$ cat src/design/crpm_pkg.sv
// ----------------------------------------------------------------------------
// Cascaded roll controller package
// Shared types, register codes and fixed-point constants for the roll
// controller front end, job queue and PID back end.
// ----------------------------------------------------------------------------
package crpm_pkg;

  // Job queue depth between the stick mapper and the PID sequencer.
  localparam int QUEUE_DEPTH = 2;

  // Configuration port.
  localparam int PADDR_W = 5;
  localparam int PDATA_W = 32;
  localparam int GAIN_W  = 16;

  // Register indexes on the configuration port (byte address is 4 * index).
  typedef enum logic [2:0] {
    REG_OUTER_KP = 3'd0,
    REG_OUTER_KI = 3'd1,
    REG_OUTER_KD = 3'd2,
    REG_INNER_KP = 3'd3,
    REG_INNER_KI = 3'd4,
    REG_INNER_KD = 3'd5
  } crpm_reg_t;

  // Gain reset values, signed Q8.8.
  localparam int OUTER_KP_RST = 187;
  localparam int OUTER_KI_RST = 5;
  localparam int OUTER_KD_RST = 0;
  localparam int INNER_KP_RST = 256;
  localparam int INNER_KI_RST = 0;
  localparam int INNER_KD_RST = 0;

  // Roll stick map. Upper window gives (p - 930) * 1500 / (930 - 1245),
  // lower window gives (p - 925) * 1500 / (615 - 925). Both ratios are
  // reduced to lowest terms.
  localparam int ROLL_A_LO  = 930;
  localparam int ROLL_A_HI  = 1300;
  localparam int ROLL_B_LO  = 600;
  localparam int ROLL_B_HI  = 925;
  localparam int ROLL_SPAN  = 1500;
  localparam int ROLL_A_DEN = 1245 - 930;
  localparam int ROLL_B_DEN = 925 - 615;
  localparam int ROLL_A_MUL = ROLL_SPAN / 15;
  localparam int ROLL_A_DIV = ROLL_A_DEN / 15;
  localparam int ROLL_B_MUL = ROLL_SPAN / 10;
  localparam int ROLL_B_DIV = ROLL_B_DEN / 10;

  // Throttle map: (p - 615) * (260 - 126) / (1235 - 615) + 126 in 590..1280.
  localparam int THR_LO   = 590;
  localparam int THR_HI   = 1280;
  localparam int THR_ZERO = 615;
  localparam int THR_BASE = 126;
  localparam int THR_MUL  = (260 - 126) / 2;
  localparam int THR_DIV  = (1235 - 615) / 2;
  localparam int THR_OFF  = 600;
  localparam int THR_MIX  = 160;

  // Reciprocals for the small constant divisions, floor(2^16 / d).
  localparam int RECIP_SHIFT  = 16;
  localparam int ROLL_A_RECIP = (2 ** RECIP_SHIFT) / ROLL_A_DIV;
  localparam int ROLL_B_RECIP = (2 ** RECIP_SHIFT) / ROLL_B_DIV;
  localparam int THR_RECIP    = (2 ** RECIP_SHIFT) / THR_DIV;

  // PID datapath.
  localparam int ACC_W       = 50;
  localparam int MUL_W       = GAIN_W + 32;
  localparam int OUTER_DIV   = 25600;
  localparam int INNER_DIV   = 2560000;
  localparam int OUTER_QBITS = 16;
  localparam int INNER_QBITS = 10;
  localparam longint OUTER_LIMIT = longint'(OUTER_DIV) * (longint'(1) << OUTER_QBITS);
  localparam longint INNER_LIMIT = longint'(INNER_DIV) * (longint'(1) << INNER_QBITS);

  // Loop divisors split into a power of two and an odd part; the odd part
  // is divided by a reciprocal multiply, floor(2^23 / d), and one correction.
  localparam int OUTER_PRE   = 10;
  localparam int INNER_PRE   = 12;
  localparam int OUTER_ODD   = OUTER_DIV >> OUTER_PRE;
  localparam int INNER_ODD   = INNER_DIV >> INNER_PRE;
  localparam int DIV_SHIFT   = 23;
  localparam int OUTER_RECIP = (2 ** DIV_SHIFT) / OUTER_ODD;
  localparam int INNER_RECIP = (2 ** DIV_SHIFT) / INNER_ODD;

  localparam int RATE_MAX  = 65535;
  localparam int RATE_MIN  = -65536;
  localparam int DRIVE_MAX = 1023;
  localparam int MOTOR_MAX = 1023;

  typedef struct packed {
    logic signed [GAIN_W-1:0] outer_kp;
    logic signed [GAIN_W-1:0] outer_ki;
    logic signed [GAIN_W-1:0] outer_kd;
    logic signed [GAIN_W-1:0] inner_kp;
    logic signed [GAIN_W-1:0] inner_ki;
    logic signed [GAIN_W-1:0] inner_kd;
  } crpm_gains_t;

  // One classified control tick handed from the front end to the back end.
  typedef struct packed {
    logic signed [11:0] target;
    logic [8:0]         level;
    logic               motors_on;
    logic signed [15:0] angle;
    logic signed [15:0] rate;
  } crpm_job_t;

endpackage

$ cat src/design/crpm_if.sv
// ----------------------------------------------------------------------------
// Cascaded roll controller channels
// Valid/ready channel interfaces for sensor ticks in and motor commands out.
// ----------------------------------------------------------------------------
interface crpm_in_if;
  logic               valid;
  logic               ready;
  logic [11:0]        roll_pulse;
  logic [11:0]        throttle_pulse;
  logic signed [15:0] roll_angle;
  logic signed [15:0] roll_rate;

  modport source (output valid, roll_pulse, throttle_pulse, roll_angle, roll_rate,
                  input ready);
  modport sink (input valid, roll_pulse, throttle_pulse, roll_angle, roll_rate,
                output ready);
endinterface

interface crpm_out_if;
  logic               valid;
  logic               ready;
  logic [9:0]         motor_one;
  logic [9:0]         motor_two;
  logic [9:0]         motor_three;
  logic [9:0]         motor_four;
  logic signed [10:0] roll_drive;
  logic [8:0]         throttle_level;

  modport source (output valid, motor_one, motor_two, motor_three, motor_four,
                  roll_drive, throttle_level, input ready);
  modport sink (input valid, motor_one, motor_two, motor_three, motor_four,
                roll_drive, throttle_level, output ready);
endinterface

$ cat src/design/crpm_front.sv
// ----------------------------------------------------------------------------
// Cascaded roll controller front end
// Accepts sensor ticks, maps the stick pulses to a roll target and a
// throttle level in a two-stage pipeline and pushes jobs to the queue.
// ----------------------------------------------------------------------------
module crpm_front (
  input  logic               clk,
  input  logic               rst,
  crpm_in_if.sink            in_ch,
  input  logic               q_full,
  output logic               q_push,
  output crpm_pkg::crpm_job_t q_data
);
  import crpm_pkg::*;

  logic        adv1, adv2;
  logic [11:0] rp, tp;
  logic        roll_hi, roll_lo, thr_win, thr_neg;
  logic [11:0] roll_ofs, thr_mag;
  logic [15:0] roll_x, thr_x;

  // Stage 1: scaled numerators.
  logic               s1_valid;
  logic [15:0]        s1_roll_x, s1_thr_x;
  logic               s1_roll_hi, s1_thr_neg, s1_thr_win, s1_on;
  logic signed [15:0] s1_angle, s1_rate;

  // Stage 2: quotient estimates.
  logic               s2_valid;
  logic [15:0]        s2_roll_x, s2_thr_x;
  logic [11:0]        s2_roll_q;
  logic [7:0]         s2_thr_q;
  logic               s2_roll_hi, s2_thr_neg, s2_thr_win, s2_on;
  logic signed [15:0] s2_angle, s2_rate;

  logic [27:0] roll_prod;
  logic [23:0] thr_prod;
  logic [4:0]  roll_div;
  logic [15:0] roll_rem, thr_rem;
  logic [11:0] roll_q;
  logic [7:0]  thr_q;

  // Pipeline flow: a stage moves when the next one is empty or moving.
  assign q_push      = s2_valid && !q_full;
  assign adv2        = !s2_valid || q_push;
  assign adv1        = !s1_valid || adv2;
  assign in_ch.ready = adv1;

  // Window checks and scaled offsets of both sticks.
  always_comb begin
    rp       = in_ch.roll_pulse;
    tp       = in_ch.throttle_pulse;
    roll_hi  = (rp >= 12'(ROLL_A_LO)) && (rp <= 12'(ROLL_A_HI));
    roll_lo  = (rp >= 12'(ROLL_B_LO)) && (rp <= 12'(ROLL_B_HI));
    roll_ofs = '0;
    roll_x   = '0;
    if (roll_hi) begin
      roll_ofs = rp - 12'(ROLL_A_LO);
      roll_x   = 16'(roll_ofs) * 16'(ROLL_A_MUL);
    end else if (roll_lo) begin
      roll_ofs = 12'(ROLL_B_HI) - rp;
      roll_x   = 16'(roll_ofs) * 16'(ROLL_B_MUL);
    end
    thr_win = (tp >= 12'(THR_LO)) && (tp <= 12'(THR_HI));
    thr_neg = tp < 12'(THR_ZERO);
    thr_mag = thr_neg ? (12'(THR_ZERO) - tp) : (tp - 12'(THR_ZERO));
    thr_x   = thr_win ? (16'(thr_mag) * 16'(THR_MUL)) : '0;
  end

  always_ff @(posedge clk) begin
    if (rst) begin
      s1_valid <= 1'b0;
    end else if (adv1) begin
      s1_valid <= in_ch.valid;
    end
  end

  always_ff @(posedge clk) begin
    if (adv1) begin
      s1_roll_x  <= roll_x;
      s1_roll_hi <= roll_hi;
      s1_thr_x   <= thr_x;
      s1_thr_neg <= thr_neg;
      s1_thr_win <= thr_win;
      s1_on      <= tp > 12'(THR_OFF);
      s1_angle   <= in_ch.roll_angle;
      s1_rate    <= in_ch.roll_rate;
    end
  end

  // Reciprocal multiplies give a quotient that is exact or one short.
  always_comb begin
    roll_prod = 28'(s1_roll_x) * 28'(s1_roll_hi ? ROLL_A_RECIP : ROLL_B_RECIP);
    thr_prod  = 24'(s1_thr_x) * 24'(THR_RECIP);
  end

  always_ff @(posedge clk) begin
    if (rst) begin
      s2_valid <= 1'b0;
    end else if (adv2) begin
      s2_valid <= s1_valid;
    end
  end

  always_ff @(posedge clk) begin
    if (adv2) begin
      s2_roll_x  <= s1_roll_x;
      s2_roll_hi <= s1_roll_hi;
      s2_roll_q  <= roll_prod[27:RECIP_SHIFT];
      s2_thr_x   <= s1_thr_x;
      s2_thr_q   <= thr_prod[23:RECIP_SHIFT];
      s2_thr_neg <= s1_thr_neg;
      s2_thr_win <= s1_thr_win;
      s2_on      <= s1_on;
      s2_angle   <= s1_angle;
      s2_rate    <= s1_rate;
    end
  end

  // Quotient correction, then sign and offset of both maps.
  always_comb begin
    roll_div = s2_roll_hi ? 5'(ROLL_A_DIV) : 5'(ROLL_B_DIV);
    roll_rem = s2_roll_x - 16'(16'(s2_roll_q) * 16'(roll_div));
    roll_q   = (roll_rem >= 16'(roll_div)) ? (s2_roll_q + 12'd1) : s2_roll_q;
    thr_rem  = s2_thr_x - 16'(16'(s2_thr_q) * 16'(THR_DIV));
    thr_q    = (thr_rem >= 16'(THR_DIV)) ? (s2_thr_q + 8'd1) : s2_thr_q;

    q_data.target    = s2_roll_hi ? (12'd0 - roll_q) : roll_q;
    q_data.level     = '0;
    if (s2_thr_win) begin
      q_data.level = s2_thr_neg ? (9'(THR_BASE) - 9'(thr_q)) : (9'(THR_BASE) + 9'(thr_q));
    end
    q_data.motors_on = s2_on;
    q_data.angle     = s2_angle;
    q_data.rate      = s2_rate;
  end

endmodule

$ cat src/design/crpm_queue.sv
// ----------------------------------------------------------------------------
// Cascaded roll controller job queue
// Short register FIFO that decouples the front end from the PID back end.
// ----------------------------------------------------------------------------
module crpm_queue #(
  parameter int DEPTH = crpm_pkg::QUEUE_DEPTH
) (
  input  logic                clk,
  input  logic                rst,
  input  logic                push,
  input  crpm_pkg::crpm_job_t wdata,
  output logic                full,
  input  logic                pop,
  output logic                valid,
  output crpm_pkg::crpm_job_t rdata
);
  import crpm_pkg::*;

  localparam int PTR_W = (DEPTH > 1) ? $clog2(DEPTH) : 1;
  localparam int CNT_W = $clog2(DEPTH + 1);

  crpm_job_t        entries [DEPTH];
  logic [PTR_W-1:0] wr_ptr, rd_ptr;
  logic [CNT_W-1:0] count;

  assign full  = count == CNT_W'(DEPTH);
  assign valid = count != '0;
  assign rdata = entries[rd_ptr];

  // Pointer and fill count update.
  always_ff @(posedge clk) begin
    if (rst) begin
      wr_ptr <= '0;
      rd_ptr <= '0;
      count  <= '0;
    end else begin
      if (push) begin
        wr_ptr <= (wr_ptr == PTR_W'(DEPTH - 1)) ? '0 : wr_ptr + 1'b1;
      end
      if (pop) begin
        rd_ptr <= (rd_ptr == PTR_W'(DEPTH - 1)) ? '0 : rd_ptr + 1'b1;
      end
      if (push && !pop) begin
        count <= count + 1'b1;
      end else if (pop && !push) begin
        count <= count - 1'b1;
      end
    end
  end

  // Entry storage.
  always_ff @(posedge clk) begin
    if (push) begin
      entries[wr_ptr] <= wdata;
    end
  end

endmodule

$ cat src/design/crpm_back.sv
// ----------------------------------------------------------------------------
// Cascaded roll controller back end
// Sequencer that runs the outer angle PID and the inner rate PID on one
// shared multiplier and one reciprocal-multiply divider, then mixes the motors.
// ----------------------------------------------------------------------------
module crpm_back (
  input  logic                  clk,
  input  logic                  rst,
  input  crpm_pkg::crpm_gains_t gains,
  input  logic                  job_valid,
  input  crpm_pkg::crpm_job_t   job,
  output logic                  job_pop,
  crpm_out_if.source            out_ch
);
  import crpm_pkg::*;

  typedef enum logic [10:0] {
    S_IDLE = 11'b00000000001,
    S_SUM  = 11'b00000000010,
    S_MP   = 11'b00000000100,
    S_MD   = 11'b00000001000,
    S_M100 = 11'b00000010000,
    S_MI   = 11'b00000100000,
    S_MAG  = 11'b00001000000,
    S_DIV  = 11'b00010000000,
    S_FIX  = 11'b00100000000,
    S_FIN  = 11'b01000000000,
    S_MIX  = 11'b10000000000
  } state_t;

  state_t state, state_next;

  crpm_job_t           job_r;
  logic                inner_loop;
  logic signed [17:0]  err;
  logic signed [31:0]  sum_r;
  logic signed [18:0]  diff_r;
  logic signed [ACC_W-1:0] acc;
  logic                neg_r, sat_r;
  logic [20:0]         div_x;
  logic [9:0]          div_d;
  logic [18:0]         div_recip;
  logic [15:0]         quo;
  logic signed [10:0]  drive_r;

  // Controller state.
  logic signed [31:0]  outer_sum, inner_sum;
  logic signed [16:0]  outer_prev;
  logic signed [17:0]  inner_prev;

  logic signed [31:0]  cur_sum;
  logic signed [17:0]  cur_prev;
  logic signed [32:0]  sum_wide;
  logic signed [31:0]  sum_sat;
  logic signed [18:0]  diff;
  logic signed [GAIN_W-1:0] mul_gain;
  logic signed [31:0]  mul_op;
  logic signed [MUL_W-1:0] mul_prod;
  logic [ACC_W-1:0]    acc_mag;
  logic [38:0]         div_prod;
  logic [20:0]         div_rem;
  logic                div_up;
  logic signed [16:0]  quo_s, res;
  logic signed [11:0]  mix_plus, mix_minus;
  logic                out_valid, out_load;
  logic [9:0]          m_one, m_two;

  function automatic logic [9:0] clamp_motor(input logic signed [11:0] x);
    if (x < 12'sd0) begin
      return '0;
    end else if (x > 12'(MOTOR_MAX)) begin
      return 10'(MOTOR_MAX);
    end
    return x[9:0];
  endfunction

  // Integral sum with saturation and error difference of the current loop.
  always_comb begin
    cur_sum  = inner_loop ? inner_sum : outer_sum;
    cur_prev = inner_loop ? inner_prev : {outer_prev[16], outer_prev};
    sum_wide = {cur_sum[31], cur_sum} + {{15{err[17]}}, err};
    sum_sat  = sum_wide[31:0];
    if (sum_wide[32] != sum_wide[31]) begin
      sum_sat = sum_wide[32] ? 32'sh80000000 : 32'sh7fffffff;
    end
    diff = {err[17], err} - {cur_prev[17], cur_prev};
  end

  // Shared gain multiplier.
  always_comb begin
    case (state)
      S_MP: begin
        mul_gain = inner_loop ? gains.inner_kp : gains.outer_kp;
        mul_op   = {{14{err[17]}}, err};
      end
      S_MD: begin
        mul_gain = inner_loop ? gains.inner_kd : gains.outer_kd;
        mul_op   = {{13{diff_r[18]}}, diff_r};
      end
      default: begin
        mul_gain = inner_loop ? gains.inner_ki : gains.outer_ki;
        mul_op   = sum_r;
      end
    endcase
    mul_prod = mul_gain * mul_op;
  end

  // Magnitude, reciprocal quotient estimate, its correction and the sign.
  always_comb begin
    acc_mag  = acc[ACC_W-1] ? ACC_W'(-acc) : ACC_W'(acc);
    div_prod = 39'(div_x) * 39'(div_recip);
    div_rem  = div_x - 21'(quo) * 21'(div_d);
    div_up   = div_rem >= 21'(div_d);
    quo_s    = {1'b0, quo};
    res      = neg_r ? (17'sd0 - quo_s) : quo_s;
    if (sat_r) begin
      if (inner_loop) begin
        res = neg_r ? -17'(DRIVE_MAX) : 17'(DRIVE_MAX);
      end else begin
        res = neg_r ? 17'(RATE_MIN) : 17'(RATE_MAX);
      end
    end
  end

  // Motor mixer.
  always_comb begin
    mix_plus  = {3'b000, job_r.level} + {drive_r[10], drive_r};
    mix_minus = {3'b000, job_r.level} - {drive_r[10], drive_r};
    if (!job_r.motors_on) begin
      m_one = '0;
      m_two = '0;
    end else if (job_r.level > 9'(THR_MIX)) begin
      m_one = clamp_motor(mix_plus);
      m_two = clamp_motor(mix_minus);
    end else begin
      m_one = {1'b0, job_r.level};
      m_two = {1'b0, job_r.level};
    end
  end

  assign out_load = !out_valid || out_ch.ready;
  assign job_pop  = (state == S_IDLE) && job_valid;

  // Next state.
  always_comb begin
    state_next = state;
    case (state)
      S_IDLE: if (job_valid) state_next = S_SUM;
      S_SUM:  state_next = S_MP;
      S_MP:   state_next = S_MD;
      S_MD:   state_next = S_M100;
      S_M100: state_next = S_MI;
      S_MI:   state_next = S_MAG;
      S_MAG: begin
        state_next = (acc_mag >= (inner_loop ? ACC_W'(INNER_LIMIT) : ACC_W'(OUTER_LIMIT)))
                     ? S_FIN : S_DIV;
      end
      S_DIV:  state_next = S_FIX;
      S_FIX:  state_next = S_FIN;
      S_FIN:  state_next = inner_loop ? S_MIX : S_SUM;
      S_MIX:  if (out_load) state_next = S_IDLE;
      default: state_next = S_IDLE;
    endcase
  end

  always_ff @(posedge clk) begin
    if (rst) begin
      state <= S_IDLE;
    end else begin
      state <= state_next;
    end
  end

  // Loop state: integral sums and previous errors.
  always_ff @(posedge clk) begin
    if (rst) begin
      outer_sum  <= '0;
      outer_prev <= '0;
      inner_sum  <= '0;
      inner_prev <= '0;
    end else if (state == S_SUM) begin
      if (inner_loop) begin
        inner_sum  <= sum_sat;
        inner_prev <= err;
      end else begin
        outer_sum  <= sum_sat;
        outer_prev <= err[16:0];
      end
    end
  end

  // Datapath registers.
  always_ff @(posedge clk) begin
    case (state)
      S_IDLE: begin
        if (job_valid) begin
          job_r      <= job;
          inner_loop <= 1'b0;
          err        <= {{6{job.target[11]}}, job.target} - {{2{job.angle[15]}}, job.angle};
        end
      end
      S_SUM: begin
        sum_r  <= sum_sat;
        diff_r <= diff;
      end
      S_MP: acc <= {{(ACC_W - MUL_W){mul_prod[MUL_W-1]}}, mul_prod};
      S_MD: acc <= acc + {{(ACC_W - MUL_W){mul_prod[MUL_W-1]}}, mul_prod};
      S_M100: acc <= (acc <<< 6) + (acc <<< 5) + (acc <<< 2);
      S_MI: acc <= acc + {{(ACC_W - MUL_W){mul_prod[MUL_W-1]}}, mul_prod};
      S_MAG: begin
        // Drop the power-of-two part of the divisor; the rest goes to the
        // reciprocal multiply.
        neg_r     <= acc[ACC_W-1];
        sat_r     <= acc_mag >= (inner_loop ? ACC_W'(INNER_LIMIT) : ACC_W'(OUTER_LIMIT));
        div_x     <= inner_loop ? acc_mag[INNER_PRE+20:INNER_PRE]
                                : acc_mag[OUTER_PRE+20:OUTER_PRE];
        div_d     <= inner_loop ? 10'(INNER_ODD) : 10'(OUTER_ODD);
        div_recip <= inner_loop ? 19'(INNER_RECIP) : 19'(OUTER_RECIP);
        quo       <= '0;
      end
      // The estimate is exact or one short.
      S_DIV: quo <= div_prod[DIV_SHIFT+15:DIV_SHIFT];
      S_FIX: begin
        if (div_up) begin
          quo <= quo + 16'd1;
        end
      end
      S_FIN: begin
        if (inner_loop) begin
          drive_r <= res[10:0];
        end else begin
          inner_loop <= 1'b1;
          err        <= {res[16], res} - {{2{job_r.rate[15]}}, job_r.rate};
        end
      end
      default: ;
    endcase
  end

  // Output register.
  always_ff @(posedge clk) begin
    if (rst) begin
      out_valid <= 1'b0;
    end else if ((state == S_MIX) && out_load) begin
      out_valid <= 1'b1;
    end else if (out_ch.ready) begin
      out_valid <= 1'b0;
    end
  end

  always_ff @(posedge clk) begin
    if ((state == S_MIX) && out_load) begin
      out_ch.motor_one      <= m_one;
      out_ch.motor_two      <= m_two;
      out_ch.motor_three    <= m_one;
      out_ch.motor_four     <= m_two;
      out_ch.roll_drive     <= drive_r;
      out_ch.throttle_level <= job_r.level;
    end
  end

  assign out_ch.valid = out_valid;

`ifndef SYNTHESIS
  // The divider only runs on values whose quotient fits the loop range.
  assert property (@(posedge clk) disable iff (rst) (state == S_DIV) |-> !sat_r)
    else $error("divider running on a saturated numerator");

  // The quotient estimate is always followed by its correction step.
  assert property (@(posedge clk) disable iff (rst)
                   (state == S_DIV) |=> (state == S_FIX))
    else $error("divider estimate not followed by its correction");

  // A new job always starts with the outer loop.
  assert property (@(posedge clk) disable iff (rst)
                   job_pop |=> (state == S_SUM) && !inner_loop)
    else $error("job did not start on the outer loop");

  // Motor pairs on the same side always carry the same command.
  assert property (@(posedge clk) disable iff (rst)
                   out_valid |-> (out_ch.motor_one == out_ch.motor_three) &&
                                 (out_ch.motor_two == out_ch.motor_four))
    else $error("motor pair commands differ");
`endif

endmodule

$ cat src/design/cascaded_roll_pid_motor_mixer_core.sv
// ----------------------------------------------------------------------------
// Cascaded roll PID controller with motor mixer
// Maps stick pulses, runs an outer angle PID feeding an inner rate PID, and
// mixes the roll drive into four motor commands. Gains sit on an APB port.
// ----------------------------------------------------------------------------
//
//   Channel   Dir   Transaction contents
//   in_ch     in    roll_pulse, throttle_pulse, roll_angle, roll_rate
//   out_ch    out   motor_one..motor_four, roll_drive, throttle_level
//   APB       in    six signed Q8.8 gains at byte address 4 * index
//
// The front end pipelines the stick maps and queues the job. The back end
// takes a job in S_IDLE, runs each loop through S_SUM, S_MP, S_MD, S_M100,
// S_MI, S_MAG, S_DIV, S_FIX and S_FIN on the shared 16x32 multiplier and the
// two-step reciprocal divide, and mixes in S_MIX. A saturated loop skips its
// divide. Reset is synchronous and clears the loop state and gains to their
// defaults. The front keeps accepting ticks while the queue has room, and the
// back end stalls only while the output register still holds a result.
// ----------------------------------------------------------------------------
module cascaded_roll_pid_motor_mixer_core #(
  parameter int QUEUE_DEPTH = crpm_pkg::QUEUE_DEPTH
) (
  input  logic                         clk,
  input  logic                         rst,
  crpm_in_if.sink                      in_ch,
  crpm_out_if.source                   out_ch,
  input  logic                         psel,
  input  logic                         penable,
  input  logic                         pwrite,
  input  logic [crpm_pkg::PADDR_W-1:0] paddr,
  input  logic [crpm_pkg::PDATA_W-1:0] pwdata,
  output logic [crpm_pkg::PDATA_W-1:0] prdata,
  output logic                         pready
);
  import crpm_pkg::*;

  crpm_gains_t gains;
  logic [2:0]  reg_idx;
  logic        cfg_write;
  logic        q_push, q_full, q_pop, q_valid;
  crpm_job_t   q_wdata, q_rdata;

  assign pready    = 1'b1;
  assign reg_idx   = paddr[PADDR_W-1:2];
  assign cfg_write = psel && penable && pwrite && pready;

  // Gain registers.
  always_ff @(posedge clk) begin
    if (rst) begin
      gains.outer_kp <= GAIN_W'(OUTER_KP_RST);
      gains.outer_ki <= GAIN_W'(OUTER_KI_RST);
      gains.outer_kd <= GAIN_W'(OUTER_KD_RST);
      gains.inner_kp <= GAIN_W'(INNER_KP_RST);
      gains.inner_ki <= GAIN_W'(INNER_KI_RST);
      gains.inner_kd <= GAIN_W'(INNER_KD_RST);
    end else if (cfg_write) begin
      case (reg_idx)
        REG_OUTER_KP: gains.outer_kp <= pwdata[GAIN_W-1:0];
        REG_OUTER_KI: gains.outer_ki <= pwdata[GAIN_W-1:0];
        REG_OUTER_KD: gains.outer_kd <= pwdata[GAIN_W-1:0];
        REG_INNER_KP: gains.inner_kp <= pwdata[GAIN_W-1:0];
        REG_INNER_KI: gains.inner_ki <= pwdata[GAIN_W-1:0];
        REG_INNER_KD: gains.inner_kd <= pwdata[GAIN_W-1:0];
        default: ;
      endcase
    end
  end

  // Register readback, sign extended.
  always_comb begin
    case (reg_idx)
      REG_OUTER_KP: prdata = PDATA_W'(gains.outer_kp);
      REG_OUTER_KI: prdata = PDATA_W'(gains.outer_ki);
      REG_OUTER_KD: prdata = PDATA_W'(gains.outer_kd);
      REG_INNER_KP: prdata = PDATA_W'(gains.inner_kp);
      REG_INNER_KI: prdata = PDATA_W'(gains.inner_ki);
      REG_INNER_KD: prdata = PDATA_W'(gains.inner_kd);
      default:      prdata = '0;
    endcase
  end

  crpm_front u_front (
    .clk    (clk),
    .rst    (rst),
    .in_ch  (in_ch),
    .q_full (q_full),
    .q_push (q_push),
    .q_data (q_wdata)
  );

  crpm_queue #(
    .DEPTH (QUEUE_DEPTH)
  ) u_queue (
    .clk   (clk),
    .rst   (rst),
    .push  (q_push),
    .wdata (q_wdata),
    .full  (q_full),
    .pop   (q_pop),
    .valid (q_valid),
    .rdata (q_rdata)
  );

  crpm_back u_back (
    .clk       (clk),
    .rst       (rst),
    .gains     (gains),
    .job_valid (q_valid),
    .job       (q_rdata),
    .job_pop   (q_pop),
    .out_ch    (out_ch)
  );

endmodule

$ cat src/flat_wrapper.sv
// flat-port wrapper written by rule: the top's interface ports become plain ports
module cascaded_roll_pid_motor_mixer_core_flat import crpm_pkg::*;
#(
  parameter int QUEUE_DEPTH = crpm_pkg::QUEUE_DEPTH
)
  (clk, rst, psel, penable, pwrite, paddr, pwdata, prdata, pready, in_ch_valid, in_ch_roll_pulse, in_ch_throttle_pulse, in_ch_roll_angle, in_ch_roll_rate, in_ch_ready, out_ch_valid, out_ch_motor_one, out_ch_motor_two, out_ch_motor_three, out_ch_motor_four, out_ch_roll_drive, out_ch_throttle_level, out_ch_ready);
  crpm_in_if in_ch_i ();
  crpm_out_if out_ch_i ();
  input  logic clk;
  input  logic rst;
  input  logic psel;
  input  logic penable;
  input  logic pwrite;
  input  logic [crpm_pkg::PADDR_W-1:0] paddr;
  input  logic [crpm_pkg::PDATA_W-1:0] pwdata;
  output logic [crpm_pkg::PDATA_W-1:0] prdata;
  output logic pready;
  input wire logic [$bits(in_ch_i.valid)-1:0] in_ch_valid;
  input wire logic [$bits(in_ch_i.roll_pulse)-1:0] in_ch_roll_pulse;
  input wire logic [$bits(in_ch_i.throttle_pulse)-1:0] in_ch_throttle_pulse;
  input wire logic [$bits(in_ch_i.roll_angle)-1:0] in_ch_roll_angle;
  input wire logic [$bits(in_ch_i.roll_rate)-1:0] in_ch_roll_rate;
  output wire logic [$bits(in_ch_i.ready)-1:0] in_ch_ready;
  output wire logic [$bits(out_ch_i.valid)-1:0] out_ch_valid;
  output wire logic [$bits(out_ch_i.motor_one)-1:0] out_ch_motor_one;
  output wire logic [$bits(out_ch_i.motor_two)-1:0] out_ch_motor_two;
  output wire logic [$bits(out_ch_i.motor_three)-1:0] out_ch_motor_three;
  output wire logic [$bits(out_ch_i.motor_four)-1:0] out_ch_motor_four;
  output wire logic [$bits(out_ch_i.roll_drive)-1:0] out_ch_roll_drive;
  output wire logic [$bits(out_ch_i.throttle_level)-1:0] out_ch_throttle_level;
  input wire logic [$bits(out_ch_i.ready)-1:0] out_ch_ready;
  assign in_ch_i.valid = in_ch_valid;
  assign in_ch_i.roll_pulse = in_ch_roll_pulse;
  assign in_ch_i.throttle_pulse = in_ch_throttle_pulse;
  assign in_ch_i.roll_angle = in_ch_roll_angle;
  assign in_ch_i.roll_rate = in_ch_roll_rate;
  assign in_ch_ready = in_ch_i.ready;
  assign out_ch_valid = out_ch_i.valid;
  assign out_ch_motor_one = out_ch_i.motor_one;
  assign out_ch_motor_two = out_ch_i.motor_two;
  assign out_ch_motor_three = out_ch_i.motor_three;
  assign out_ch_motor_four = out_ch_i.motor_four;
  assign out_ch_roll_drive = out_ch_i.roll_drive;
  assign out_ch_throttle_level = out_ch_i.throttle_level;
  assign out_ch_i.ready = out_ch_ready;
  cascaded_roll_pid_motor_mixer_core #(.QUEUE_DEPTH(QUEUE_DEPTH)) u_core (.clk(clk), .rst(rst), .in_ch(in_ch_i), .out_ch(out_ch_i), .psel(psel), .penable(penable), .pwrite(pwrite), .paddr(paddr), .pwdata(pwdata), .prdata(prdata), .pready(pready));
endmodule
$ cat config.mk
export PLATFORM = sky130hd
export DESIGN_NAME = cascaded_roll_pid_motor_mixer_core_flat
export DESIGN_NICKNAME = d
export VERILOG_FILES = /design/src/design/crpm_pkg.sv /design/src/design/crpm_if.sv /design/src/design/crpm_front.sv /design/src/design/crpm_queue.sv /design/src/design/crpm_back.sv /design/src/design/cascaded_roll_pid_motor_mixer_core.sv /design/src/flat_wrapper.sv
export SDC_FILE = /design/constraint.sdc
export NUM_CORES = 2
export LEC_CHECK = 0
export BUFFER_PORTS_ARGS = -buffer_cell sky130_fd_sc_hd__buf_2
export CAP_MARGIN = 10
export CORE_MARGIN = 1.5
export CORE_UTILIZATION = 56
export CTS_BUF_LIST = sky130_fd_sc_hd__clkbuf_4
export CTS_CLUSTER_DIAMETER = 150
export DETAILED_ROUTE_END_ITERATION = 10
export HOLD_SLACK_MARGIN = 0.03
export PLACE_DENSITY = 0.79
export RECOVER_POWER = 50
export SLEW_MARGIN = 30
export SYNTH_ARGS = -nofsm -noshare
export SYNTH_HDL_FRONTEND = slang
export SYNTH_HIERARCHICAL = 1
export SYNTH_SLANG_ARGS = --single-unit
$ cat constraint.sdc
create_clock -name clk -period 31 [get_ports clk]
set_input_delay 6.2 -clock clk [delete_from_list [all_inputs] [get_ports clk]]
set_output_delay 6.2 -clock clk [all_outputs]
set_load 0.05 [all_outputs]
==> impl_metrics.yaml <==
outcome:
  outcome: "finished with violations"
  violations: "capacitance limit, slew limit"
route:
  routed_via_density: 5.88
  drc_errors: 0
  wl_met2_um: 106000
  vias: 66000
  antenna_left: 0
  routed_wl_um: 223000
  wl_met1_um: 88400
  wl_met3_um: 18800
  wl_per_cell_um: 19.9
  highest_layer: "met5"
  drt_pass1_iterations: 9
  drt_iter0_drc: 5345
global_route:
  grt_pass1_wl_um: 360000
  first_global_vias: 68400
  grt_use_total_pct: 29.5
  grt_start_max_net_pins: 96
  overflow: 0
  antenna_found_initial: 18
placed_design:
  dp_slack_ns: 16.30
  placedCellCount: 10900
  hpwl_um: 175000
  gp_congestion: 0.977
  io_buffers: 175
worst_setup_path:
  ff2ff_path_depth: 38
  crit_top_cell: "buf_2"
  cp_cell_sequence: "buf_2 -> nand2b_1 -> buf_4 -> o21ai_2 -> buf_2"
  path_buf_inv: 3
  critPathRequiredTime_ns: 24.80
  path_class: "primary input to primary output"
  slowest_stage: "nand2b_1"
  critical_path.top_delay_family: "buffers and inverters"
  rr_endpoint: "u_core/u_back/acc[46]$_DFFE_PP_"
  r2r_slack_ns: 17.58
  critPathArrivalTime_ns: 8.55
  start_kind: "primary input"
  slowest_delay_ns: 0.58
  timing.rr.start: "u_core/u_back/inner_loop$_DFFE_PP_"
  crit_fanout: 21
  end_kind: "primary output"
timing:
  min_period_ns: 14.75
  rsz0062_at_grt: "false"
  slew_headroom_pct: -178
  slew_violations: 626
  tightest_slew_ns: 4.17
  fmax_mhz: 67.8
  setup_ws_ns: 16.25
  holdWs_ns: 0.407
  finalHoldViolCount: 0
  tns_ns: 0
  fin_crit_sh_pct: 47.6
  setup_viol: 0
  clock_skew_ns: 0.0708
logic_synthesis:
  avgSynthCellArea_um2: 9.51
  synth_edf_count: 499
  synthTopCellsByArea: "fa_1 23%, edfxtp_1 18%, ha_1 14%"
  synth_compound_area_share_pct: 13.2
  synthAdderAreaFrac_pct: 37.2
  muxShareOfSynthArea_pct: 2.22
  synth-async-reset-ratio_pct: 0
  ys_ff_latch: 713
  post-synth-top-count-cell: "inv_1"
  synthSimpleGateAreaFrac_pct: 11.5
  synth_area_um2: 84900
  ys_types: 125
  synth-xor-area-share_pct: 4.62
  syn_inst: 8931
  mappedNetlistNets: 11000
  synth_top_cells_by_count: "1493 x inv_1, 982 x fa_1, 954 x ha_1, 688 x nand2_1, 651 x nor2_1"
  yosys_warnings: 6
  yosys.area.top_type: "fa_1"
  ys.flop_type: "edfxtp_1"
  synth_top_family_by_area: "adder cells"
  yosysSeqAreaShare_pct: 22.7
  synth_top_cell_area_share_pct: 23.1
hold_path:
  worstHoldPathCells: 0
  min_to: "u_core/u_front/s2_on$_DFFE_PP_"
  hp-start: "u_core/u_front/s1_on$_DFFE_PP_"
  hp-class: "register to register"
final_layout:
  syn_to_final_growth_pct: 6.15
  n_fill_cell: 12500
  drive_gt1_share_pct: 8.66
  fin_nets: 11100
  fin_cells: 11200
  multi_input_area_um2: 58600
  seqCellArea_um2: 19300
floorplan:
  io_pins: 195
  dieHeight_um: 392
  num_rows: 142
  die-area_um2: 154000
  die_w_um: 392
  start_util_pct: 56.6
  core_um2: 150000
clocking:
  ctsRootBufferMaster: "clkbuf_4"
  cts_buffers: 191
  cts_setup_buffers: 0
  hold_buffers: 0
  cts_tree: "yes"
  clk_pin_slew_ns: 0.06
  cts-htree-levels: 4
  cts_resized: 0
  clk_path_buf_depth: 3
  cts.sink_count: 713
  clock_latency_ns: 1.17
power_and_ir_drop:
  irDropWorstVdd_uv: 129
  power_density_nw_per_um2: 78.7
  static-leakage-power_nw: 41.7
flow_run:
  max_cap_viol_count: 14
sequential cells by signal (all words and copies together) (netlist names), 12 cells and up, named ones only:
register                  cells
u_core/gains                 96
u_core/u_back/acc            50
u_core/u_back/diff_r         19
u_core/u_back/div_x          21
u_core/u_back/err            18
u_core/u_back/inner_prev     18
u_core/u_back/inner_sum      32
u_core/u_back/job_r          26
u_core/u_back/outer_prev     17
u_core/u_back/outer_sum      32
u_core/u_back/quo            16
u_core/u_back/sum_r          32
u_core/u_front/s1_angle      16
u_core/u_front/s1_rate       16
u_core/u_front/s1_roll_x     15
u_core/u_front/s1_thr_x      16
u_core/u_front/s2_angle      16
u_core/u_front/s2_rate       16
u_core/u_front/s2_roll_q     12
u_core/u_front/s2_roll_x     15
u_core/u_front/s2_thr_x      15
u_core/u_queue/entries      108
worst max path at each step:
stage	slack [ns]	startpoint	endpoint	cells past startpoint
finish	16.25	paddr[3]	prdata[4]	5
global route	16.23	paddr[3]	prdata[4]	5
CTS	16.31	paddr[3]	prdata[4]	5
detailed placement	16.30	paddr[3]	prdata[4]	5
global placement	16.03	paddr[3]	prdata[4]	5
floorplan	15.81	paddr[2]	prdata[16]	5
metal layers:
layer	global-route usage (%)	vias to the layer above
met1	37.3	32500
met3	6.62	588
met2	48.5	2661
met4	13.0	16
met5	0	-
li1	-	30300
cell type report:
cell class / instances / share of cell area, %
Antenna cell: 14 / 0.0389
Clock buffer: 284 / 2.36
Tap cell: 2016 / 2.80
Inverter: 1499 / 6.24
Clock inverter: 73 / 0.548
Multi-Input combinational cell: 6379 / 65.0
Sequential cell: 713 / 21.4
Timing Repair Buffer: 262 / 1.68
cell families after synthesis:
family | after synthesis
buf+inv | 1839
simple gates | 2107
fa+ha+maj | 1937
other cells | 2
flops | 713
compound gates | 1713
xor+xnor | 446
mux | 174
power by group:
part           total [W]  internal (W)  switching, W
Sequential       0.00133       0.00120      0.000123
Combinational    0.00487       0.00199       0.00289
Clock           0.000889      0.000455      0.000435
Total            0.00709       0.00365       0.00345
placed cells by master (no fill, tap or decap), drive strengths merged, types with 35 or more instances in the layout:
master     n
inv     1500
fa       982
ha       954
nand2    688
nor2     654
edfxtp   499
a21oi    483
o21ai    400
xnor2    316
clkbuf   299
buf      247
dfxtp    214
nand3    190
xor2     129
a21o     129
mux2     108
nor3     105
and2      78
nand2b    77
o21a      76
clkinv    69
o21bai    67
mux2i     66
nand4     60
a221o     60
nor2b     54
a31oi     50
a211oi    46
o22ai     44
a22oi     41
a221oi    39
and3      38
or3       35
metrics by stage:
stage	util (%)	instance area [um^2]	power [W]
global route	60.0	90200	0.00774
global placement	58.3	87500	0.00596
floorplan	-	84900	0.00504
detailed placement	58.3	87600	0.00613
finish	60.1	90200	0.00709
CTS	60.1	90200	0.00706
No activity file was read; power rests on OpenSTA's default activity.
